$ cat config.mk
export PLATFORM = sky130hd
export DESIGN_NAME = roman_numeral_encoder
export DESIGN_NICKNAME = d
export VERILOG_FILES = /design/src/hw/rtl/rne_pkg.sv /design/src/hw/rtl/roman_numeral_encoder.sv
export SDC_FILE = /design/constraint.sdc
export NUM_CORES = 1
export LEC_CHECK = 0
export BUFFER_PORTS_ARGS = -buffer_cell sky130_fd_sc_hd__buf_2
export CORE_ASPECT_RATIO = 1.5
export CORE_UTILIZATION = 50
export CTS_CLUSTER_DIAMETER = 150
export DETAILED_ROUTE_END_ITERATION = 6
export GPL_ROUTABILITY_DRIVEN = 0
export PLACE_DENSITY = 0.69
export SYNTH_ARGS = -nofsm -noshare
export SYNTH_HDL_FRONTEND = slang
export SYNTH_SLANG_ARGS = --single-unit
$ cat constraint.sdc
create_clock -name clk -period 10.25 [get_ports clk]
set_input_delay 0.5125 -clock clk [delete_from_list [all_inputs] [get_ports clk]]
set_output_delay 0.5125 -clock clk [all_outputs]
set_load 0.01 [all_outputs]
$ cat src/hw/rtl/rne_pkg.sv
// Package for the Roman numeral encoder: state type, letter codes and digit helpers.
package rne_pkg;

    typedef enum logic [1:0] {
        S_IDLE,
        S_DIGIT,
        S_EMIT
    } state_t;

    typedef enum logic [1:0] {
        SEL_ONE,
        SEL_FIVE,
        SEL_TEN
    } letter_sel_t;

    localparam int ValueWidth  = 12;
    localparam int SymbolWidth = 8;
    localparam int DigitWidth  = 4;
    localparam int PlaceWidth  = 2;
    localparam int PosWidth    = 3;
    localparam int WideWidth   = 14;

    localparam logic [PlaceWidth-1:0] PlaceOnes      = 2'd0;
    localparam logic [PlaceWidth-1:0] PlaceTens      = 2'd1;
    localparam logic [PlaceWidth-1:0] PlaceHundreds  = 2'd2;
    localparam logic [PlaceWidth-1:0] PlaceThousands = 2'd3;

    localparam logic [SymbolWidth-1:0] LetterI = 8'h49;
    localparam logic [SymbolWidth-1:0] LetterV = 8'h56;
    localparam logic [SymbolWidth-1:0] LetterX = 8'h58;
    localparam logic [SymbolWidth-1:0] LetterL = 8'h4C;
    localparam logic [SymbolWidth-1:0] LetterC = 8'h43;
    localparam logic [SymbolWidth-1:0] LetterD = 8'h44;
    localparam logic [SymbolWidth-1:0] LetterM = 8'h4D;

    localparam logic [DigitWidth-1:0] DigitFour = 4'd4;
    localparam logic [DigitWidth-1:0] DigitFive = 4'd5;
    localparam logic [DigitWidth-1:0] DigitNine = 4'd9;
    localparam int MaxDigit = 9;

    // Decimal weight of a place.
    function automatic logic [WideWidth-1:0] place_weight(input logic [PlaceWidth-1:0] place);
        logic [WideWidth-1:0] w;
        unique case (place)
            PlaceOnes:      w = 14'd1;
            PlaceTens:      w = 14'd10;
            PlaceHundreds:  w = 14'd100;
            PlaceThousands: w = 14'd1000;
            default:        w = 14'd1;
        endcase
        return w;
    endfunction

    // Decimal digit of the remainder at the given place. The remainder holds no
    // higher places, so the digit is the number of multiples of the weight below it.
    function automatic logic [DigitWidth-1:0] digit_of(
        input logic [ValueWidth-1:0] rem,
        input logic [PlaceWidth-1:0] place
    );
        logic [WideWidth-1:0]  w;
        logic [WideWidth-1:0]  ext;
        logic [DigitWidth-1:0] d;
        w   = place_weight(place);
        ext = {{(WideWidth-ValueWidth){1'b0}}, rem};
        d   = '0;
        for (int k = 1; k <= MaxDigit; k++) begin
            if (ext >= WideWidth'(k * w)) begin
                d = DigitWidth'(k);
            end
        end
        return d;
    endfunction

    // Amount that the digit takes off the remainder.
    function automatic logic [ValueWidth-1:0] digit_amount(
        input logic [DigitWidth-1:0] d,
        input logic [PlaceWidth-1:0] place
    );
        logic [WideWidth-1:0] prod;
        prod = WideWidth'({{(WideWidth-DigitWidth){1'b0}}, d} * place_weight(place));
        return prod[ValueWidth-1:0];
    endfunction

    function automatic logic [SymbolWidth-1:0] letter_for(
        input logic [PlaceWidth-1:0] place,
        input letter_sel_t           sel
    );
        logic [SymbolWidth-1:0] s;
        unique case (place)
            PlaceOnes:      s = (sel == SEL_ONE) ? LetterI : ((sel == SEL_FIVE) ? LetterV : LetterX);
            PlaceTens:      s = (sel == SEL_ONE) ? LetterX : ((sel == SEL_FIVE) ? LetterL : LetterC);
            PlaceHundreds:  s = (sel == SEL_ONE) ? LetterC : ((sel == SEL_FIVE) ? LetterD : LetterM);
            PlaceThousands: s = LetterM;
            default:        s = LetterM;
        endcase
        return s;
    endfunction

    // Number of letters that one digit produces at a place.
    function automatic logic [PosWidth-1:0] digit_len(
        input logic [DigitWidth-1:0] d,
        input logic [PlaceWidth-1:0] place
    );
        logic [PosWidth-1:0] n;
        if (place == PlaceThousands) begin
            n = d[PosWidth-1:0];
        end else if (d == DigitFour || d == DigitNine) begin
            n = 3'd2;
        end else if (d >= DigitFive) begin
            n = PosWidth'(d - DigitFour);
        end else begin
            n = d[PosWidth-1:0];
        end
        return n;
    endfunction

    // Letter at position pos within the letters of one digit.
    function automatic logic [SymbolWidth-1:0] letter_at(
        input logic [DigitWidth-1:0] d,
        input logic [PlaceWidth-1:0] place,
        input logic [PosWidth-1:0]   pos
    );
        letter_sel_t sel;
        if (place == PlaceThousands) begin
            sel = SEL_ONE;
        end else if (d == DigitFour) begin
            sel = (pos == '0) ? SEL_ONE : SEL_FIVE;
        end else if (d == DigitNine) begin
            sel = (pos == '0) ? SEL_ONE : SEL_TEN;
        end else if (d >= DigitFive) begin
            sel = (pos == '0) ? SEL_FIVE : SEL_ONE;
        end else begin
            sel = SEL_ONE;
        end
        return letter_for(place, sel);
    endfunction

endpackage

$ cat src/hw/rtl/roman_numeral_encoder.sv
// Top level of the Roman numeral encoder: digit sequencer and output register.
//
// Usage: a number of 0 to 4095 enters on the input channel (in_valid, in_ready,
// value). Its Roman numeral leaves on the output channel (out_valid, out_ready,
// symbol, last), one ASCII letter per beat, thousands first, with last set on
// the final letter. A zero input gives no beat at all.
// The sequencer works one decimal place per step: it first takes the digit
// off the remainder with a shared compare and subtract, then emits each
// letter of that digit in turn. Places whose digit is zero are passed over
// in the digit state, and the walk ends as soon as the remainder is zero.
// Before the first letter, one digit step is taken for each place from the
// thousands down to the first nonzero digit, and a letter is registered only
// when the output register is free. A number is accepted in idle and takes
// at most four digit steps plus one emit step per letter (3888 gives 15
// letters); in_ready is high only between numbers.
// A stall on the output holds the current letter in the output register and
// freezes the sequencer once it has a letter to emit; nothing is lost. The
// next number may be accepted while the final letter of the previous one
// still waits. Reset (rst_n low, asynchronous) returns the sequencer to idle
// and drops out_valid.
module roman_numeral_encoder (
    input  logic                             clk,
    input  logic                             rst_n,
    input  logic                             in_valid,
    output logic                             in_ready,
    input  logic [rne_pkg::ValueWidth-1:0]   value,
    output logic                             out_valid,
    input  logic                             out_ready,
    output logic [rne_pkg::SymbolWidth-1:0]  symbol,
    output logic                             last
);

    rne_pkg::state_t                    state_reg, state_next;
    logic [rne_pkg::ValueWidth-1:0]     rem_reg, rem_next;
    logic [rne_pkg::PlaceWidth-1:0]     place_reg, place_next;
    logic [rne_pkg::DigitWidth-1:0]     digit_reg, digit_next;
    logic [rne_pkg::PosWidth-1:0]       pos_reg, pos_next;
    logic [rne_pkg::SymbolWidth-1:0]    symbol_reg, symbol_next;
    logic                               last_reg, last_next;
    logic                               valid_reg, valid_next;

    logic [rne_pkg::DigitWidth-1:0]     cur_digit;
    logic [rne_pkg::PosWidth-1:0]       cur_len;
    logic                               out_free;
    logic                               final_letter;

    assign cur_digit    = rne_pkg::digit_of(rem_reg, place_reg);
    assign cur_len      = rne_pkg::digit_len(digit_reg, place_reg);
    assign out_free     = !valid_reg || out_ready;
    assign final_letter = (pos_reg == cur_len - 3'd1);

    // Next state.
    always_comb
    begin
        state_next = state_reg;
        unique case (state_reg)
            rne_pkg::S_IDLE:
            begin
                if (in_valid)
                begin
                    state_next = rne_pkg::S_DIGIT;
                end
            end
            rne_pkg::S_DIGIT:
            begin
                if (rem_reg == '0)
                begin
                    state_next = rne_pkg::S_IDLE;
                end
                else if (cur_digit != '0)
                begin
                    state_next = rne_pkg::S_EMIT;
                end
            end
            rne_pkg::S_EMIT:
            begin
                if (out_free && final_letter)
                begin
                    state_next = (rem_reg == '0) ? rne_pkg::S_IDLE : rne_pkg::S_DIGIT;
                end
            end
            default:
            begin
                state_next = rne_pkg::S_IDLE;
            end
        endcase
    end

    // Datapath and outputs.
    always_comb
    begin
        in_ready    = 1'b0;
        rem_next    = rem_reg;
        place_next  = place_reg;
        digit_next  = digit_reg;
        pos_next    = pos_reg;
        symbol_next = symbol_reg;
        last_next   = last_reg;
        valid_next  = out_ready ? 1'b0 : valid_reg;
        unique case (state_reg)
            rne_pkg::S_IDLE:
            begin
                in_ready   = 1'b1;
                rem_next   = value;
                place_next = rne_pkg::PlaceThousands;
            end
            rne_pkg::S_DIGIT:
            begin
                // Take the digit off the remainder; a zero digit just moves on.
                rem_next   = rem_reg - rne_pkg::digit_amount(cur_digit, place_reg);
                digit_next = cur_digit;
                pos_next   = '0;
                if (cur_digit == '0)
                begin
                    place_next = place_reg - 2'd1;
                end
            end
            rne_pkg::S_EMIT:
            begin
                if (out_free)
                begin
                    symbol_next = rne_pkg::letter_at(digit_reg, place_reg, pos_reg);
                    // The remainder already lacks this digit, so zero means no
                    // letters follow.
                    last_next   = final_letter && (rem_reg == '0);
                    valid_next  = 1'b1;
                    pos_next    = pos_reg + 3'd1;
                    if (final_letter)
                    begin
                        place_next = place_reg - 2'd1;
                    end
                end
            end
            default:
            begin
                in_ready = 1'b0;
            end
        endcase
    end

    always_ff @(posedge clk or negedge rst_n)
    begin
        if (!rst_n)
        begin
            state_reg <= rne_pkg::S_IDLE;
            valid_reg <= 1'b0;
        end
        else
        begin
            state_reg <= state_next;
            valid_reg <= valid_next;
        end
    end

    always_ff @(posedge clk)
    begin
        rem_reg    <= rem_next;
        place_reg  <= place_next;
        digit_reg  <= digit_next;
        pos_reg    <= pos_next;
        symbol_reg <= symbol_next;
        last_reg   <= last_next;
    end

    assign out_valid = valid_reg;
    assign symbol    = symbol_reg;
    assign last      = last_reg;

endmodule

Word level (Yosys, flattened, before mapping)
Cells that the tools add are included. Widths: inputs -> output; s select.

$mul: 6. Mux-type cells: 47. Eq/ne operators: 15. Add/sub/neg operators: 5. Reductions and logical operators: 19. Order comparisons: 10.

Operators with widths (number): $ge 12x14->1 (9); $pmux 14 s4 (1); $mux 4 (12); $pmux 8 s4 (1); $mul 3x14->14 const A (2); $mux 2 (13); $pmux 12 s2 (1); $mul 2x14->13 const A (1); $mul 2x14->14 const A (1); $mul 4x14->12 (1); $mul 4x14->14 const A (1); $mux 14 (1); $logic_not 12->1 (1); $mux 3 (4); $pmux 2 s3 (2); $sub 12x12->12 (1); $mux 5 (2); $ne 2x2->1 const B (5); $mux 1 (9); $eq 2x1->1 const B (3); $eq 2x2->1 const B (3); $logic_not 2->1 (3); $pmux 3 s2 (1); $eq 4x3->1 const B (1); 19 further kinds (23).

Input port bits: 16. Output and inout bits: 11. Register bits: 33. Logic and storage cells: 110.

Logic depth before layout (Yosys ltp)
Gate-level depths: netlist of run 1.

Depth in word-level cells: 16. Depth in mapped cells: 31. Gate-level depth less buffers: 30.

Worst setup path after synthesis of run 1
No wires, ideal clock.

Kind: register -> register. Start: register place_reg[0] (netlist name). End: register rem_reg[11] (netlist name), data pin. Data arrival time: 6.322 ns. Stages on the path, launching flop included: 28. Required time: 9.978 ns. Slack: 3.656 ns. Buffers on the path: 1. Library setup time: 0.272 ns. Clock period less this slack: 6.594 ns. Path through: edfxtp_1 -> inv_1 -> ha_1 -> clkbuf_1 -> nor2_1 -> inv_1 -> ha_1 -> o21ai_2 -> a21oi_1 -> or4_1 -> o21a_1 -> nor2_1 -> nand2_1 -> a21oi_1 -> o21ai_0 -> fa_1 -> fa_1 -> inv_1 -> fa_1 -> inv_1 -> ha_1 -> and3_1 -> a21oi_1 -> a31oi_1 -> or4_1 -> a31oi_1 -> xnor2_1 -> a21oi_1.

Elaborated cells on any way between the ends: 32. Classes of those cells: add/sub: 1; mul: 6; order compare: 9; eq/ne: 3; mux: 12; reduce/logical: 1.

RTL lines: start, declared (RTL line roman_numeral_encoder.sv:35) `logic [rne_pkg::PlaceWidth-1:0] place_reg, place_next;`; start signal, assigned (RTL line roman_numeral_encoder.sv:158) `place_reg <= place_next;`; $eq 2x2->1 (tied with other cells) (RTL line rne_pkg.sv:44) `unique case (place)`; $pmux 14 s4 * (RTL line rne_pkg.sv:44); $mul 2x14->14 / $ge 12x14->1 (equally long branches) (RTL line rne_pkg.sv:67) `if (ext >= WideWidth'(k * w)) begin`; $ge 12x14->1 / $mux 4 (equally long branches) (RTL line rne_pkg.sv:67); $mux 4 (6 in series) (RTL line rne_pkg.sv:67); $mux 4 * (RTL line rne_pkg.sv:67); named net cur_digit (one bit) (RTL line roman_numeral_encoder.sv:42) `logic [rne_pkg::DigitWidth-1:0] cur_digit;`; $mul 4x14->12 * (RTL line rne_pkg.sv:80) `prod = WideWidth'({{(WideWidth-DigitWidth){1'b0}}, d} * place_weight(place));`; $sub 12x12->12 * (RTL line roman_numeral_encoder.sv:110) `rem_next = rem_reg - rne_pkg::digit_amount(cur_digit, place_reg);`; $pmux 12 s2 * (RTL line roman_numeral_encoder.sv:100) `unique case (state_reg)`; named net rem_next (one bit) (RTL line roman_numeral_encoder.sv:34) `logic [rne_pkg::ValueWidth-1:0] rem_reg, rem_next;`; end signal, assigned (RTL line roman_numeral_encoder.sv:157) `rem_reg <= rem_next;`; end, declared (RTL line roman_numeral_encoder.sv:34).

The timed path passes the listed nets; every way through them passes the cells marked *. The select of a mux whose other input is x is not followed. A chain may end at the register's enable or synchronous reset.

Worst setup path after layout of run 1
Same ends and word-level chain as after synthesis.

==> results of run 1 <==
-- final timing paths --
path                                end  cells past startpoint  slack (ns)    startpoint
min in group clk             rem_reg[4]                      2        0.54      value[4]
min reg2reg                state_reg[0]                      1        0.61  state_reg[0]
max in group asynchronous  state_reg[1]                      1       10.13         rst_n
max reg2reg                 rem_reg[11]                     26        1.96  place_reg[0]
max                         rem_reg[11]                     26        1.96  place_reg[0]
min                           out_valid                      1        0.02         rst_n
-- area by class of cell --
| type | count | area (um^2) |
|---|---|---|
| Multi-Input combinational cell | 447 | 3670 |
| Clock buffer | 6 | 129 |
| Sequential cell | 30 | 886 |
| Inverter | 80 | 300 |
| Fill cell | 857 | 4380 |
| Tap cell | 115 | 144 |
| Timing Repair Buffer | 23 | 115 |
| Clock inverter | 2 | 8.76 |
-- layout by cell type, fill, tap and decap left out, drive strengths merged, types with 3 or more instances in the layout --
master | Yosys | final
a2111oi | 3 | 3
a211o | 3 | 3
a211oi | 5 | 5
a21o | 6 | 6
a21oi | 36 | 36
a221oi | 3 | 3
a31oi | 4 | 4
and2 | 13 | 13
and3 | 6 | 6
buf | 7 | 23
clkbuf | 7 | 6
conb | 2 | 3
dfrtp | 3 | 3
edfxtp | 27 | 27
fa | 22 | 22
ha | 100 | 100
inv | 80 | 80
mux2 | 11 | 11
mux2i | 3 | 3
nand2 | 44 | 44
nand2b | 6 | 6
nand3 | 7 | 7
nand4 | 8 | 8
nor2 | 36 | 36
nor2b | 11 | 11
nor3 | 11 | 11
nor4 | 3 | 3
o21a | 5 | 5
o21ai | 38 | 38
o31a | 3 | 3
or2 | 3 | 3
or3 | 3 | 3
or4 | 3 | 3
xnor2 | 20 | 20
xor2 | 5 | 5
-- kinds of logic (layout without fill, tap and decap cells) --
group	Yosys count	in the layout
flops	30	30
fa+ha+maj	122	122
other cells	2	3
mux	14	14
xor+xnor	25	25
compound gates	125	125
simple gates	158	158
buf+inv	94	111
-- stage by stage --
stage          cells  utilization, %
6_report         703            54.6
5_1_grt          703            54.6
4_1_cts          703            54.6
3_5_place_dp     695            53.1
3_3_place_gp     695            53.1
2_1_floorplan    571               -
-- worst max-delay path, cell delays in order (launching register included) --
cell and delay (ns):
edfxtp_1 0.46, ha_1 0.82, nor2_1 0.15, nor2_1 0.72, inv_1 0.35, ha_1 0.44
o21ai_2 0.16, a21oi_1 0.04, or4_1 0.41, o21a_1 0.19, nor2_1 0.22, nand2_1 0.08
a21oi_1 0.46, o21ai_0 0.23, fa_1 0.44, fa_1 0.49, inv_1 0.05, fa_1 0.50
inv_1 0.04, ha_1 0.35, and3_1 0.17, a21oi_1 0.16, a31oi_1 0.16, or4_1 0.44
a31oi_1 0.23, xnor2_1 0.14, a21oi_1 0.08
-- metal layers --
metal,track usage (%),vias up,wire [um]
met5,0,-,0
met4,20.4,0,856
met3,3.51,60,510
met2,46.4,138,6360
li1,-,2020,-
met1,25.8,1986,4620
==> impl_metrics.py, run 1 <==
metrics = {
    "yosys": {
        "synth_cell_types": 68,
        "synth_top_cells_by_count": "ha_1, inv_1, nand2_1",
        "synth-simple-area-share_pct": 15.9,
        "avgSynthCellArea_um2": 8.66,
        "synthFlopType": "edfxtp_1",
        "synth_top_area_share_pct": 25.3,
        "syn_area_mm2": 0.00494,
        "synth_edf_count": 27,
        "synth-xor-area-share_pct": 4.44,
        "netlist_instances": 570,
        "synth_top_family_by_area": "adder cells",
        "synthMuxAreaShare_pct": 3.19,
        "yosysMostFrequentCell": "ha_1",
        "synth_compound_area_share_pct": 16.3,
        "synth_area_leaders": "ha_1, edfxtp_1, fa_1, inv_1, o21ai_0",
        "yosysWarningCount": 0,
        "async_flop_share_pct": 10.0,
        "synth_seq_area_share_pct": 17.9,
        "synth-adder-area-share_pct": 34.3,
        "synth.largest_area_cell": "ha_1",
        "synth_seq_cells": 30,
    },
    "die": {
        "die_w_um": 83.1,
        "dieArea_mm2": 0.0103,
        "ioPinCount": 27,
        "std_cell_rows": 44,
        "core_mm2": 0.00963,
        "initial_core_util_pct": 51.2,
        "die_h_um": 124,
    },
    "layout": {
        "drive_gt1_share_pct": 8.50,
        "largest_reg_flops": 12,
        "antenna_cells": 0,
        "area_growth_pct": 6.49,
        "final_nets": 725,
        "finalInstanceArea_mm2": 0.00526,
    },
    "cts": {
        "cts.repair.resized": 0,
        "postCtsSetupBuffers": 0,
        "cts.clk_slew.worst_paths_ns": 0.05,
        "worstSkewPairLatency_ns": 0.28,
        "cts-htree-levels": 2,
        "cts.sinks": 30,
        "cts_made_buffers": 5,
        "tritoncts": "done",
        "hold_buffers": 0,
        "cts_root_buf": "clkbuf_16",
        "cts_buffer_depth": 2,
    },
    "timing": {
        "fin_ws_ns": 1.96,
        "worst_slew_pin_slew_ns": 0.943,
        "min_period_ns": 8.29,
        "final.setup.tns_ns": 0,
        "period_share_pct": 80.8,
        "setup_viol": 0,
        "hold_violations": 0,
        "final_max_slew_viol_count": 0,
        "holdWs_ns": 0.0200,
        "finalClockSkew_ns": 0.00541,
        "relSlewSlack_pct": 37.2,
        "rsz0062_at_grt": "no",
        "fmax_mhz": 121,
    },
    "setup_path": {
        "arrival_ns": 8.27,
        "crit_path_end_kind": "flop",
        "required_ns": 10.23,
        "crit_type": "reg -> reg",
        "critPathLaunchType": "flop",
        "crit_fanout": 23,
    },
    "placed_design": {
        "io_buffers": 23,
        "post-place-ws_ns": 2.17,
        "dp_hpwl_um": 9860,
        "dpl_cell_area_mm2": 0.00512,
    },
    "detailed_routing": {
        "drt_wl_total_um": 12300,
        "via_per_inst": 5.98,
        "dr.first_iter.drc_count": 227,
        "vias": 4204,
        "drcViolationCount": 0,
        "antenna_left": 0,
        "dr.pass1.iters": 5,
        "wl_per_cell_um": 17.6,
    },
    "run_status": {
        "outcome": "completed",
    },
    "global_routing": {
        "grt_antenna_before_repair": 0,
        "track_usage_pct": 25.3,
        "grt_pass1_wl_um": 20400,
        "grt_pass1_vias": 4371,
        "grt_max_degree": 24,
        "overflow": 0,
    },
    "worst_hold_path": {
        "hold_path_class": "in -> async",
    },
    "job": {
        "maxCapViolations": 0,
    },
}
Power of run 1 is not shown: default switching activity piles up to over one toggle a cycle in this logic, so the estimate is an artifact.
==> run 2: changes to the inputs <==
- clock period: 10.25 -> 7.9 ns (I/O delays scaled with it)
==> run 2 against run 1 <==
Effect of this change: die area did not move; maximum frequency grew 13%; core utilization is 0.69 points higher; via count is 0.19% higher; final cell count up 1.1%; setup slack got worse by 1.4 ns; highest routed layer unchanged.
==> impl_metrics.py, run 2 (same netlist as run 1, synthesis figures left out) <==
metrics = {
    "detailed_routing": {
        "dr.pass1.iters": 4,
        "vias": 4212,
        "drt_wl_total_um": 12500,
        "dr.first_iter.drc_count": 240,
        "via_per_inst": 5.92,
        "wl_per_cell_um": 17.6,
        "drcViolationCount": 0,
        "antenna_left": 0,
    },
    "cts": {
        "cts.repair.resized": 0,
        "cts_root_buf": "clkbuf_16",
        "worstSkewPairLatency_ns": 0.29,
        "postCtsSetupBuffers": 0,
        "tritoncts": "done",
        "cts_made_buffers": 5,
        "cts-htree-levels": 2,
        "cts.sinks": 30,
        "cts_buffer_depth": 2,
        "cts.clk_slew.worst_paths_ns": 0.06,
    },
    "setup_path": {
        "critPathBufInv": 4,
        "crit_type": "reg -> reg",
        "path_delay_family": "adder cells",
        "crit_path_frequent_cell": "a21oi_1",
        "worst_path_max_delay_cell": "edfxtp_1",
        "critPathLaunchType": "flop",
        "slowest_delay_ns": 0.50,
        "crit_fanout": 13,
        "required_ns": 7.89,
        "arrival_ns": 7.34,
        "crit_path_end_kind": "flop",
    },
    "global_routing": {
        "overflow": 0,
        "grt_pass1_vias": 4277,
        "grt_pass1_wl_um": 20000,
        "track_usage_pct": 25.1,
        "grt_antenna_before_repair": 0,
        "grt_max_degree": 22,
    },
    "layout": {
        "final_common_cell": "ha_1",
        "antenna_cells": 0,
        "drive_gt1_share_pct": 9.73,
        "multiInputGateArea_mm2": 0.00367,
        "final_cell_mix": "ha_1, inv_1, nand2_1",
        "final_util_pct": 55.2,
        "largest_reg_flops": 12,
        "fillers": 879,
        "final_nets": 733,
        "area_growth_pct": 7.83,
        "regArea_um2": 886,
    },
    "timing": {
        "final_max_slew_viol_count": 0,
        "holdWs_ns": 0.412,
        "relSlewSlack_pct": 39.1,
        "period_share_pct": 93.0,
        "rsz0062_at_grt": "no",
        "min_period_ns": 7.35,
        "setup_viol": 0,
        "final.setup.tns_ns": 0,
        "fmax_mhz": 136,
        "hold_violations": 0,
        "finalClockSkew_ns": 0.00627,
        "worst_slew_pin_slew_ns": 0.914,
    },
    "worst_hold_path": {
        "hold_path_class": "in -> reg",
    },
    "placed_design": {
        "io_buffers": 23,
        "dp_hpwl_um": 10000,
    },
    "die": {
        "die_w_um": 83.1,
        "ioPinCount": 27,
        "die_h_um": 124,
        "std_cell_rows": 44,
        "dieArea_mm2": 0.0103,
        "initial_core_util_pct": 51.2,
        "core_mm2": 0.00963,
    },
    "run_status": {
        "outcome": "completed",
    },
    "job": {
        "maxCapViolations": 0,
    },
}
==> run 2: per-layer routing <==
metal | GRT usage, % | routed length (um) | up-vias
met5 | 0 | 0 | -
met4 | 16.3 | 770 | 0
met2 | 48.4 | 6590 | 132
met1 | 25.4 | 4600 | 1992
li1 | - | - | 2030
met3 | 3.25 | 532 | 58
==> run 2: layout make-up <==
class / instances / share of cell area [%]
Tap cell: 115 / 2.70
Timing Repair Buffer: 31 / 3.34
Inverter: 80 / 5.64
Clock buffer: 5 / 2.35
Clock inverter: 3 / 0.306
Sequential cell: 30 / 16.6
Multi-Input combinational cell: 447 / 69.0
==> run 2: timing repair <==
| action | CTS | global route |
|---|---|---|
| hold buffers | 1 | 0 |
| endpoints found under the hold margin | 3 | 0 |
| setup endpoints to repair | 0 | 0 |
==> run 2: final timing paths <==
path | endpoint | start | slack (ns) | cells past startpoint
setup / recovery | rem_reg[11] | place_reg[0] | 0.55 | 25
hold / removal | rem_reg[3] | value[3] | 0.41 | 2
setup reg to reg | rem_reg[11] | place_reg[0] | 0.55 | 25
hold reg to reg | state_reg[0] | state_reg[0] | 0.61 | 1
max in group asynchronous | state_reg[1] | rst_n | 7.37 | 2
min in group asynchronous | state_reg[0] | rst_n | 0.43 | 2
==> run 2: through the flow <==
| stage | instance area (um^2) | std cells | setup slack [ns] |
|---|---|---|---|
| floorplan | 4940 | 571 | 1.31 |
| global placement | 5170 | 702 | 0.758 |
| detailed placement | 5170 | 702 | 0.656 |
| CTS | 5320 | 711 | 0.629 |
| global route | 5320 | 711 | 0.103 |
| finish | 5320 | 711 | 0.549 |
Power of run 2 is left out for the same reason.
